$ cat config.mk
export PLATFORM = sky130hd
export DESIGN_NAME = dfa_word_acceptor
export DESIGN_NICKNAME = d
export VERILOG_FILES = /design/src/sv/dwa_pkg.sv /design/src/sv/dfa_word_acceptor.sv /design/src/sv/dwa_fifo.sv /design/src/sv/dwa_front.sv /design/src/sv/dwa_back.sv
export SDC_FILE = /design/constraint.sdc
export NUM_CORES = 1
export LEC_CHECK = 0
export BUFFER_PORTS_ARGS = -buffer_cell sky130_fd_sc_hd__buf_2
export CAP_MARGIN = 0
export CORE_MARGIN = 4
export CORE_UTILIZATION = 25
export CTS_CLUSTER_DIAMETER = 120
export DETAILED_ROUTE_END_ITERATION = 6
export SYNTH_ARGS = -nofsm -noshare
export SYNTH_HDL_FRONTEND = slang
export SYNTH_SLANG_ARGS = --single-unit
$ cat constraint.sdc
create_clock -name clk_i -period 4 [get_ports clk_i]
set_input_delay 0.4 -clock clk_i [delete_from_list [all_inputs] [get_ports clk_i]]
set_output_delay 0.4 -clock clk_i [all_outputs]
set_load 0.01 [all_outputs]
$ cat src/sv/dwa_pkg.sv
package dwa_pkg;

  localparam int NUM_STATES_DEF  = 16;
  localparam int NUM_LETTERS_DEF = 16;
  localparam int QUEUE_DEPTH     = 2;
  localparam int CFG_DATA_W      = 16;
  localparam int LIM_W           = 9;
  localparam int SLIM_W          = 7;

  localparam logic [4:0] ALPHA_RESET = 5'd16;

  typedef enum logic [1:0] {
    REQ_LOAD   = 2'd0,
    REQ_LETTER = 2'd1,
    REQ_FINISH = 2'd2
  } req_e;

  typedef enum logic [1:0] {
    CFG_INIT  = 2'd0,
    CFG_MASK  = 2'd1,
    CFG_ALPHA = 2'd2
  } cfg_idx_e;

  typedef enum logic [1:0] {
    OP_LOAD,
    OP_STEP,
    OP_BAD,
    OP_FINISH
  } op_e;

  typedef struct packed {
    logic [1:0] req_type;
    logic [3:0] entry_state;
    logic [3:0] entry_letter;
    logic [3:0] entry_next;
    logic [3:0] letter;
  } in_t;

  typedef struct packed {
    logic       accepted;
    logic [3:0] end_state;
    logic       bad_letter;
  } out_t;

  typedef struct packed {
    logic [3:0]  init_state;
    logic [15:0] accept_mask;
    logic [4:0]  alphabet_size;
  } cfg_t;

  typedef struct packed {
    op_e        op;
    logic [3:0] st;
    logic [3:0] lt;
    logic [3:0] nxt;
  } mid_item_t;

endpackage

$ cat src/sv/dfa_word_acceptor.sv
// Table-driven DFA word matcher. Load words fill the next-state table, letter words step the
// current state one table read each, and a finish word queues one result (accepted, end state,
// bad-letter flag) and rearms the next word on the initial state. One word is taken per clock
// cycle, letters included, unless the input queue is full: the table read data register feeds
// straight back into the next read address. A finish word is registered in the input queue,
// then in the result queue, before it shows up on the result ports. Two-entry queues
// sit between the input and the execution stage and in front of the result ports, so either
// side may stall on its own.
// Table entries are undefined until loaded, and there is no clearing pass after reset.
module dfa_word_acceptor import dwa_pkg::*; #(
  parameter int NUM_STATES  = NUM_STATES_DEF,
  parameter int NUM_LETTERS = NUM_LETTERS_DEF
) (
  input  logic                  clk_i,
  input  logic                  rst_ni,
  input  logic                  push,
  output logic                  full,
  input  in_t                   req_i,
  output logic                  empty,
  input  logic                  pop,
  output out_t                  rsp_o,
  input  logic                  cfg_we_i,
  input  logic [1:0]            cfg_idx_i,
  input  logic [CFG_DATA_W-1:0] cfg_data_i
);

  localparam int RW = $bits(out_t);

  cfg_t          cfg_q;
  logic          mid_valid, mid_pop;
  mid_item_t     mid_item;
  logic          res_full, res_push;
  out_t          res;
  logic [RW-1:0] rsp_data;

  always_ff @(posedge clk_i or negedge rst_ni) begin
    if (!rst_ni) begin
      cfg_q.init_state    <= '0;
      cfg_q.accept_mask   <= '0;
      cfg_q.alphabet_size <= ALPHA_RESET;
    end else if (cfg_we_i) begin
      case (cfg_idx_e'(cfg_idx_i))
        CFG_INIT:  cfg_q.init_state    <= cfg_data_i[3:0];
        CFG_MASK:  cfg_q.accept_mask   <= cfg_data_i[15:0];
        CFG_ALPHA: cfg_q.alphabet_size <= cfg_data_i[4:0];
        default: begin
        end
      endcase
    end
  end

  dwa_front #(
    .NUM_STATES  (NUM_STATES),
    .NUM_LETTERS (NUM_LETTERS)
  ) u_front (
    .clk_i       (clk_i),
    .rst_ni      (rst_ni),
    .push_i      (push),
    .req_i       (req_i),
    .full_o      (full),
    .cfg_i       (cfg_q),
    .mid_valid_o (mid_valid),
    .mid_item_o  (mid_item),
    .mid_pop_i   (mid_pop)
  );

  dwa_back #(
    .NUM_STATES  (NUM_STATES),
    .NUM_LETTERS (NUM_LETTERS)
  ) u_back (
    .clk_i       (clk_i),
    .rst_ni      (rst_ni),
    .cfg_i       (cfg_q),
    .mid_valid_i (mid_valid),
    .mid_item_i  (mid_item),
    .mid_pop_o   (mid_pop),
    .res_full_i  (res_full),
    .res_push_o  (res_push),
    .res_o       (res)
  );

  dwa_fifo #(
    .DATA_W (RW),
    .DEPTH  (QUEUE_DEPTH)
  ) u_res_q (
    .clk_i   (clk_i),
    .rst_ni  (rst_ni),
    .push_i  (res_push),
    .data_i  (res),
    .full_o  (res_full),
    .pop_i   (pop),
    .data_o  (rsp_data),
    .empty_o (empty)
  );

  assign rsp_o = out_t'(rsp_data);

endmodule

$ cat src/sv/dwa_fifo.sv
module dwa_fifo import dwa_pkg::*; #(
  parameter int DATA_W = 8,
  parameter int DEPTH  = QUEUE_DEPTH
) (
  input  logic              clk_i,
  input  logic              rst_ni,
  input  logic              push_i,
  input  logic [DATA_W-1:0] data_i,
  output logic              full_o,
  input  logic              pop_i,
  output logic [DATA_W-1:0] data_o,
  output logic              empty_o
);

  localparam int PW = (DEPTH > 1) ? $clog2(DEPTH) : 1;
  localparam int CW = $clog2(DEPTH + 1);

  logic [DATA_W-1:0] store_q [DEPTH];
  logic [PW-1:0]     wr_ptr_q, wr_ptr_d, rd_ptr_q, rd_ptr_d;
  logic [CW-1:0]     cnt_q, cnt_d;
  logic              do_push, do_pop;

  assign full_o  = (cnt_q == CW'(DEPTH));
  assign empty_o = (cnt_q == '0);
  assign do_push = push_i && !full_o;
  assign do_pop  = pop_i && !empty_o;
  assign data_o  = store_q[rd_ptr_q];

  always_comb begin
    wr_ptr_d = wr_ptr_q;
    rd_ptr_d = rd_ptr_q;
    cnt_d    = cnt_q;
    if (do_push) begin
      wr_ptr_d = (wr_ptr_q == PW'(DEPTH - 1)) ? '0 : wr_ptr_q + 1'b1;
    end
    if (do_pop) begin
      rd_ptr_d = (rd_ptr_q == PW'(DEPTH - 1)) ? '0 : rd_ptr_q + 1'b1;
    end
    if (do_push && !do_pop) begin
      cnt_d = cnt_q + 1'b1;
    end else if (!do_push && do_pop) begin
      cnt_d = cnt_q - 1'b1;
    end
  end

  always_ff @(posedge clk_i or negedge rst_ni) begin
    if (!rst_ni) begin
      wr_ptr_q <= '0;
      rd_ptr_q <= '0;
      cnt_q    <= '0;
    end else begin
      wr_ptr_q <= wr_ptr_d;
      rd_ptr_q <= rd_ptr_d;
      cnt_q    <= cnt_d;
    end
  end

  always_ff @(posedge clk_i) begin
    if (do_push) begin
      store_q[wr_ptr_q] <= data_i;
    end
  end

endmodule

$ cat src/sv/dwa_front.sv
module dwa_front import dwa_pkg::*; #(
  parameter int NUM_STATES  = NUM_STATES_DEF,
  parameter int NUM_LETTERS = NUM_LETTERS_DEF
) (
  input  logic      clk_i,
  input  logic      rst_ni,
  input  logic      push_i,
  input  in_t       req_i,
  output logic      full_o,
  input  cfg_t      cfg_i,
  output logic      mid_valid_o,
  output mid_item_t mid_item_o,
  input  logic      mid_pop_i
);

  localparam int MW = $bits(mid_item_t);

  mid_item_t      item;
  logic           enq;
  logic           mid_empty;
  logic [MW-1:0]  mid_data;

  always_comb begin
    item     = '0;
    item.st  = req_i.entry_state;
    item.nxt = req_i.entry_next;
    enq      = 1'b0;
    case (req_e'(req_i.req_type))
      REQ_LOAD: begin
        item.op = OP_LOAD;
        item.lt = req_i.entry_letter;
        enq     = (SLIM_W'(req_i.entry_state) < SLIM_W'(NUM_STATES)) &&
                  (LIM_W'(req_i.entry_letter) < LIM_W'(NUM_LETTERS));
      end
      REQ_LETTER: begin
        item.lt = req_i.letter;
        item.op = ((LIM_W'(req_i.letter) < LIM_W'(cfg_i.alphabet_size)) &&
                   (LIM_W'(req_i.letter) < LIM_W'(NUM_LETTERS))) ? OP_STEP : OP_BAD;
        enq     = 1'b1;
      end
      REQ_FINISH: begin
        item.op = OP_FINISH;
        enq     = 1'b1;
      end
      default: begin
        enq = 1'b0;
      end
    endcase
  end

  dwa_fifo #(
    .DATA_W (MW),
    .DEPTH  (QUEUE_DEPTH)
  ) u_mid_q (
    .clk_i   (clk_i),
    .rst_ni  (rst_ni),
    .push_i  (push_i && enq),
    .data_i  (item),
    .full_o  (full_o),
    .pop_i   (mid_pop_i),
    .data_o  (mid_data),
    .empty_o (mid_empty)
  );

  assign mid_valid_o = !mid_empty;
  assign mid_item_o  = mid_item_t'(mid_data);

endmodule

$ cat src/sv/dwa_back.sv
module dwa_back import dwa_pkg::*; #(
  parameter int NUM_STATES  = NUM_STATES_DEF,
  parameter int NUM_LETTERS = NUM_LETTERS_DEF
) (
  input  logic      clk_i,
  input  logic      rst_ni,
  input  cfg_t      cfg_i,
  input  logic      mid_valid_i,
  input  mid_item_t mid_item_i,
  output logic      mid_pop_o,
  input  logic      res_full_i,
  output logic      res_push_o,
  output out_t      res_o
);

  localparam int TBL_DEPTH = NUM_STATES * NUM_LETTERS;
  localparam int AW        = $clog2((TBL_DEPTH > 1) ? TBL_DEPTH : 2);

  logic [3:0]    tbl_mem [TBL_DEPTH];
  logic [3:0]    rdata_q;
  logic [3:0]    cur_q, cur_d;
  logic          from_mem_q, from_mem_d;
  logic          in_word_q, in_word_d;
  logic          err_q, err_d;
  logic [3:0]    eff, base;
  logic          base_err, base_ok;
  logic          rd_en, wr_en;
  logic [AW-1:0] rd_addr, wr_addr;

  assign eff      = from_mem_q ? rdata_q : cur_q;
  assign base     = in_word_q ? eff : cfg_i.init_state;
  assign base_err = in_word_q && err_q;
  assign base_ok  = SLIM_W'(base) < SLIM_W'(NUM_STATES);

  assign rd_addr = AW'(32'(base) * 32'(NUM_LETTERS) + 32'(mid_item_i.lt));
  assign wr_addr = AW'(32'(mid_item_i.st) * 32'(NUM_LETTERS) + 32'(mid_item_i.lt));

  always_comb begin
    mid_pop_o  = 1'b0;
    res_push_o = 1'b0;
    rd_en      = 1'b0;
    wr_en      = 1'b0;
    cur_d      = eff;
    from_mem_d = 1'b0;
    in_word_d  = in_word_q;
    err_d      = err_q;
    res_o.accepted   = !base_err && cfg_i.accept_mask[base];
    res_o.end_state  = base;
    res_o.bad_letter = base_err;
    if (mid_valid_i) begin
      case (mid_item_i.op)
        OP_LOAD: begin
          mid_pop_o = 1'b1;
          wr_en     = 1'b1;
        end
        OP_STEP: begin
          mid_pop_o  = 1'b1;
          cur_d      = base;
          in_word_d  = 1'b1;
          err_d      = base_err;
          rd_en      = base_ok;
          from_mem_d = base_ok;
        end
        OP_BAD: begin
          mid_pop_o = 1'b1;
          cur_d     = base;
          in_word_d = 1'b1;
          err_d     = 1'b1;
        end
        OP_FINISH: begin
          if (!res_full_i) begin
            mid_pop_o  = 1'b1;
            res_push_o = 1'b1;
            cur_d      = base;
            in_word_d  = 1'b0;
          end
        end
        default: begin
          mid_pop_o = 1'b1;
        end
      endcase
    end
  end

  always_ff @(posedge clk_i or negedge rst_ni) begin
    if (!rst_ni) begin
      cur_q      <= '0;
      from_mem_q <= 1'b0;
      in_word_q  <= 1'b0;
      err_q      <= 1'b0;
    end else begin
      cur_q      <= cur_d;
      from_mem_q <= from_mem_d;
      in_word_q  <= in_word_d;
      err_q      <= err_d;
    end
  end

  always_ff @(posedge clk_i) begin
    if (wr_en) begin
      tbl_mem[wr_addr] <= mid_item_i.nxt;
    end
    if (rd_en) begin
      rdata_q <= tbl_mem[rd_addr];
    end
  end

endmodule

==> qor.yml <==
slew_viol_final: 0
viasPerCell: 4.73
hold_viol: 0
post-route-cell-area_mm2: 0.0522
row_count: 153
numPortBuffers: 48
synthArstFlopShare_pct: 3.61
p_leak_uw: 0.0164
dp_slack_ns: 0.0492
num_antenna_cells: 0
status: "complete, but fails checks"
numCtsBuffers: 115
clock_skew_ns: 0.0297
ant_nets: 0
setup-tns-final_ns: 0
cp.required_ns: 4.43
syn_avg_cell_area_um2: 17.6
timing.final.crit_share_pct: 95.7
cts_tree: "yes"
clock.fmax_mhz: 261
crit_path_start_kind: "register"
path_cells: "mux2_8, buf_12, buf_4, mux4_2, a2111oi_1, a22oi_1, mux2_2, nor3_1, a41oi_1"
r2r_slack_ns: 0.17
syn_nets: 2547
synth_edf_count: 1068
synthDistinctLibCells: 55
crit_fanout: 36
cts_setup_buffers: 0
grt_pass1_wl_mm: 169
die_x_um: 427
synth.area.top_cells: "edfxtp_1 (73%), mux4_2 (10%), nand2_1 (2.3%)"
crit_path_end_kind: "register"
setup_violations: 0
grt_max_degree: 148
drive_gt1_share_pct: 23.4
wl_per_cell_um: 22.4
die_height_um: 427
finalCriticalPeriod_ns: 3.83
grt_overflow: 0
drv_cap: 0
clockBufferDepth: 3
ys_seq_elements: 1108
antenna_found_initial: 1
ir_worst_vdd_uv: 427
drt_pass1_iterations: 7
synth-seq-area-share_pct: 75.2
cts.reportedPaths.clkPinSlew_ns: 0.06
cpMaxStageDelayCell: "mux4_2"
hold_class: "primary input to register"
grt_pass1_vias: 24600
critical_path_class: "register to register"
drtIter0Drc: 2653
arrival_ns: 4.25
worst_slack_ns: 0.173
grtUsageTotal_pct: 12.3
die_area_mm2: 0.183
reg2regPathDepth: 9
yosysTopAreaCell: "edfxtp_1"
rsz0062_at_grt: "no"
synth_warnings: 0
ios: 49
slew_headroom_pct: 29.7
via_count: 24200
postRouteWirelength_mm: 115
drc_errors: 1
gp_congestion: 0.839
hpwl_mm: 72.8
layout.nets: 2762
clockRootBuffer: "clkbuf_16"
synth_top_area_share_pct: 72.9
tightest_slew_ns: 1.05
placed_area_mm2: 0.0483
start_util_pct: 25.2
syn-instance-count: 2492
powerDensity_mw_per_mm2: 679
h-tree-depth: 3
hold_path_depth: 3
hold_end: "u_res_q.rd_ptr_q$_DFFE_PN0P_"
area_delta_synth_final_pct: 18.7
ys.flop_type: "edfxtp_1"
coreArea_mm2: 0.174
hp-start: "pop"
clkLatencyLatePin_ns: 0.70
violations: "DRC"
cts_sinks: 1108
reg2reg_to: "u_back.rdata_q[2]$_DFFE_PP_"
worstReg2RegStart: "u_front.u_mid_q.rd_ptr_q$_DFFE_PN0P_"
worst_path_largest_cell_delay_ns: 0.54
synth_area_mm2: 0.0440
[state kept, by name, summed over array words and instances, names as in the netlist, 2 cells and up]
| name | cells |
|---|---|
| cfg_q | 25 |
| u_back.cur_q | 4 |
| u_back.rdata_q | 4 |
| u_back.tbl_mem | 1024 |
| u_front.u_mid_q.cnt_q | 2 |
| u_front.u_mid_q.store_q | 28 |
| u_res_q.cnt_q | 2 |
| u_res_q.store_q | 12 |
[final cells by class]
class | count | area, µm²
Inverter | 19 | 71.3
Clock buffer | 136 | 2980
Sequential cell | 1108 | 33100
Clock inverter | 74 | 647
Tap cell | 2325 | 2910
Timing Repair Buffer | 250 | 2240
Multi-Input combinational cell | 1213 | 10300
Fill cell | 17000 | 122000
[critical path, delay by kind of cell, from the launching register on]
| kind | cells | cell delay (ns) |
|---|---|---|
| mux | 3 | 1.35 |
| buf+inv | 2 | 0.62 |
| flops | 1 | 0.50 |
| compound gates | 3 | 0.80 |
| simple gates | 1 | 0.23 |
[synthesized netlist by cell type (all sizes together) (2+ instances only)]
| cell | n |
|---|---|
| nor4b | 2 |
| inv | 18 |
| dfrtp | 39 |
| a21o | 8 |
| o22a | 4 |
| mux2 | 43 |
| nor2 | 255 |
| a2111oi | 51 |
| nor2b | 4 |
| xor2 | 5 |
| a221o | 2 |
| nor3b | 4 |
| nand3b | 2 |
| xnor2 | 5 |
| or2 | 4 |
| a22oi | 82 |
| ha | 14 |
| mux4 | 203 |
| nand2b | 5 |
| a22o | 9 |
| nor3 | 27 |
| nand4 | 7 |
| edfxtp | 1068 |
| o22ai | 8 |
| buf | 63 |
| mux2i | 18 |
| and3 | 7 |
| nand2 | 272 |
| o32ai | 8 |
| and2 | 5 |
| o21a | 2 |
| o21ai | 16 |
| a21oi | 113 |
| nand3 | 15 |
| clkbuf | 89 |
| and3b | 2 |
[report_power, final]
group / total (µW) / internal, µW / switching, µW
clock: 10300 / 5840 / 4440
combinational: 10700 / 3820 / 6850
sequential: 14500 / 14300 / 206
[metal layers]
layer	vias up	wire length [µm]	global-route usage (%)
met5	-	0	0
met3	201	9200	2.33
met4	0	2740	3.26
met1	12700	47500	16.8
met2	1045	55300	20.3
li1	10300	-	-
[logic make-up after synthesis]
| group | after synthesis | share of synthesized area, % |
|---|---|---|
| flip-flops | 1108 | 75.2 |
| AND/OR/NAND/NOR | 612 | 5.63 |
| AO/OA/AOI/OAI | 313 | 4.85 |
| multiplexers | 264 | 11.9 |
| buffers and inverters | 171 | 1.80 |
| adder cells (fa/ha/maj) | 14 | 0.398 |
| XOR/XNOR | 10 | 0.199 |
[worst max-delay path by stage]
stage,startpoint,to,cells past startpoint
3_3_place_gp,u_front.u_mid_q.rd_ptr_q$_DFFE_PN0P_,u_back.rdata_q[2]$_DFFE_PP_,9
5_1_grt,u_front.u_mid_q.rd_ptr_q$_DFFE_PN0P_,u_back.rdata_q[2]$_DFFE_PP_,9
2_1_floorplan,u_front.u_mid_q.rd_ptr_q$_DFFE_PN0P_,u_back.tbl_mem[0][0]$_DFFE_PP_,4
6_report,u_front.u_mid_q.rd_ptr_q$_DFFE_PN0P_,u_back.rdata_q[2]$_DFFE_PP_,9
3_5_place_dp,u_front.u_mid_q.rd_ptr_q$_DFFE_PN0P_,u_back.rdata_q[3]$_DFFE_PP_,8
4_1_cts,u_front.u_mid_q.rd_ptr_q$_DFFE_PN0P_,u_back.rdata_q[3]$_DFFE_PP_,8
[layout by cell type, fill, tap and decap left out, drive strengths merged, types with 3 or more instances in the layout]
cell and count:
edfxtp 1068, clkinv 60, clkinvlp 3, a22o 9, nor2b 4, mux4 203
o21ai 16, a2111oi 51, a21o 8, bufinv 8, nor3 27, and3 7
xnor2 5, buf 225, clkbuf 136, and2 5, nand4 7, or2 4
inv 22, o22ai 8, o32ai 8, nor2 255, nand2 272, o22a 4
nand2b 5, xor2 5, nor3b 4, ha 14, mux2i 18, a21oi 113
dlygate4sd3 25, mux2 43, dfrtp 39, a22oi 82, nand3 15
[metrics by stage]
| stage | hold slack, ns | utilization, % | power (µW) | std cells |
|---|---|---|---|---|
| floorplan | 0.104 | - | 20700 | 2492 |
| global placement | 0.468 | 27.7 | 25300 | 4890 |
| detailed placement | 0.476 | 27.7 | 25400 | 4890 |
| CTS | 0.0381 | 29.9 | 35600 | 5125 |
| global route | 0.0970 | 29.9 | 36800 | 5125 |
| finish | 0.0641 | 29.9 | 35500 | 5125 |
[repair_timing]
item | CTS | global route
endpoints found under the setup margin | 0 | 3
gates resized for setup | 0 | 4
endpoints found under the hold margin | 80 | 0
hold buffers | 25 | 0
Note: power is estimated with default switching activity, not from simulation.
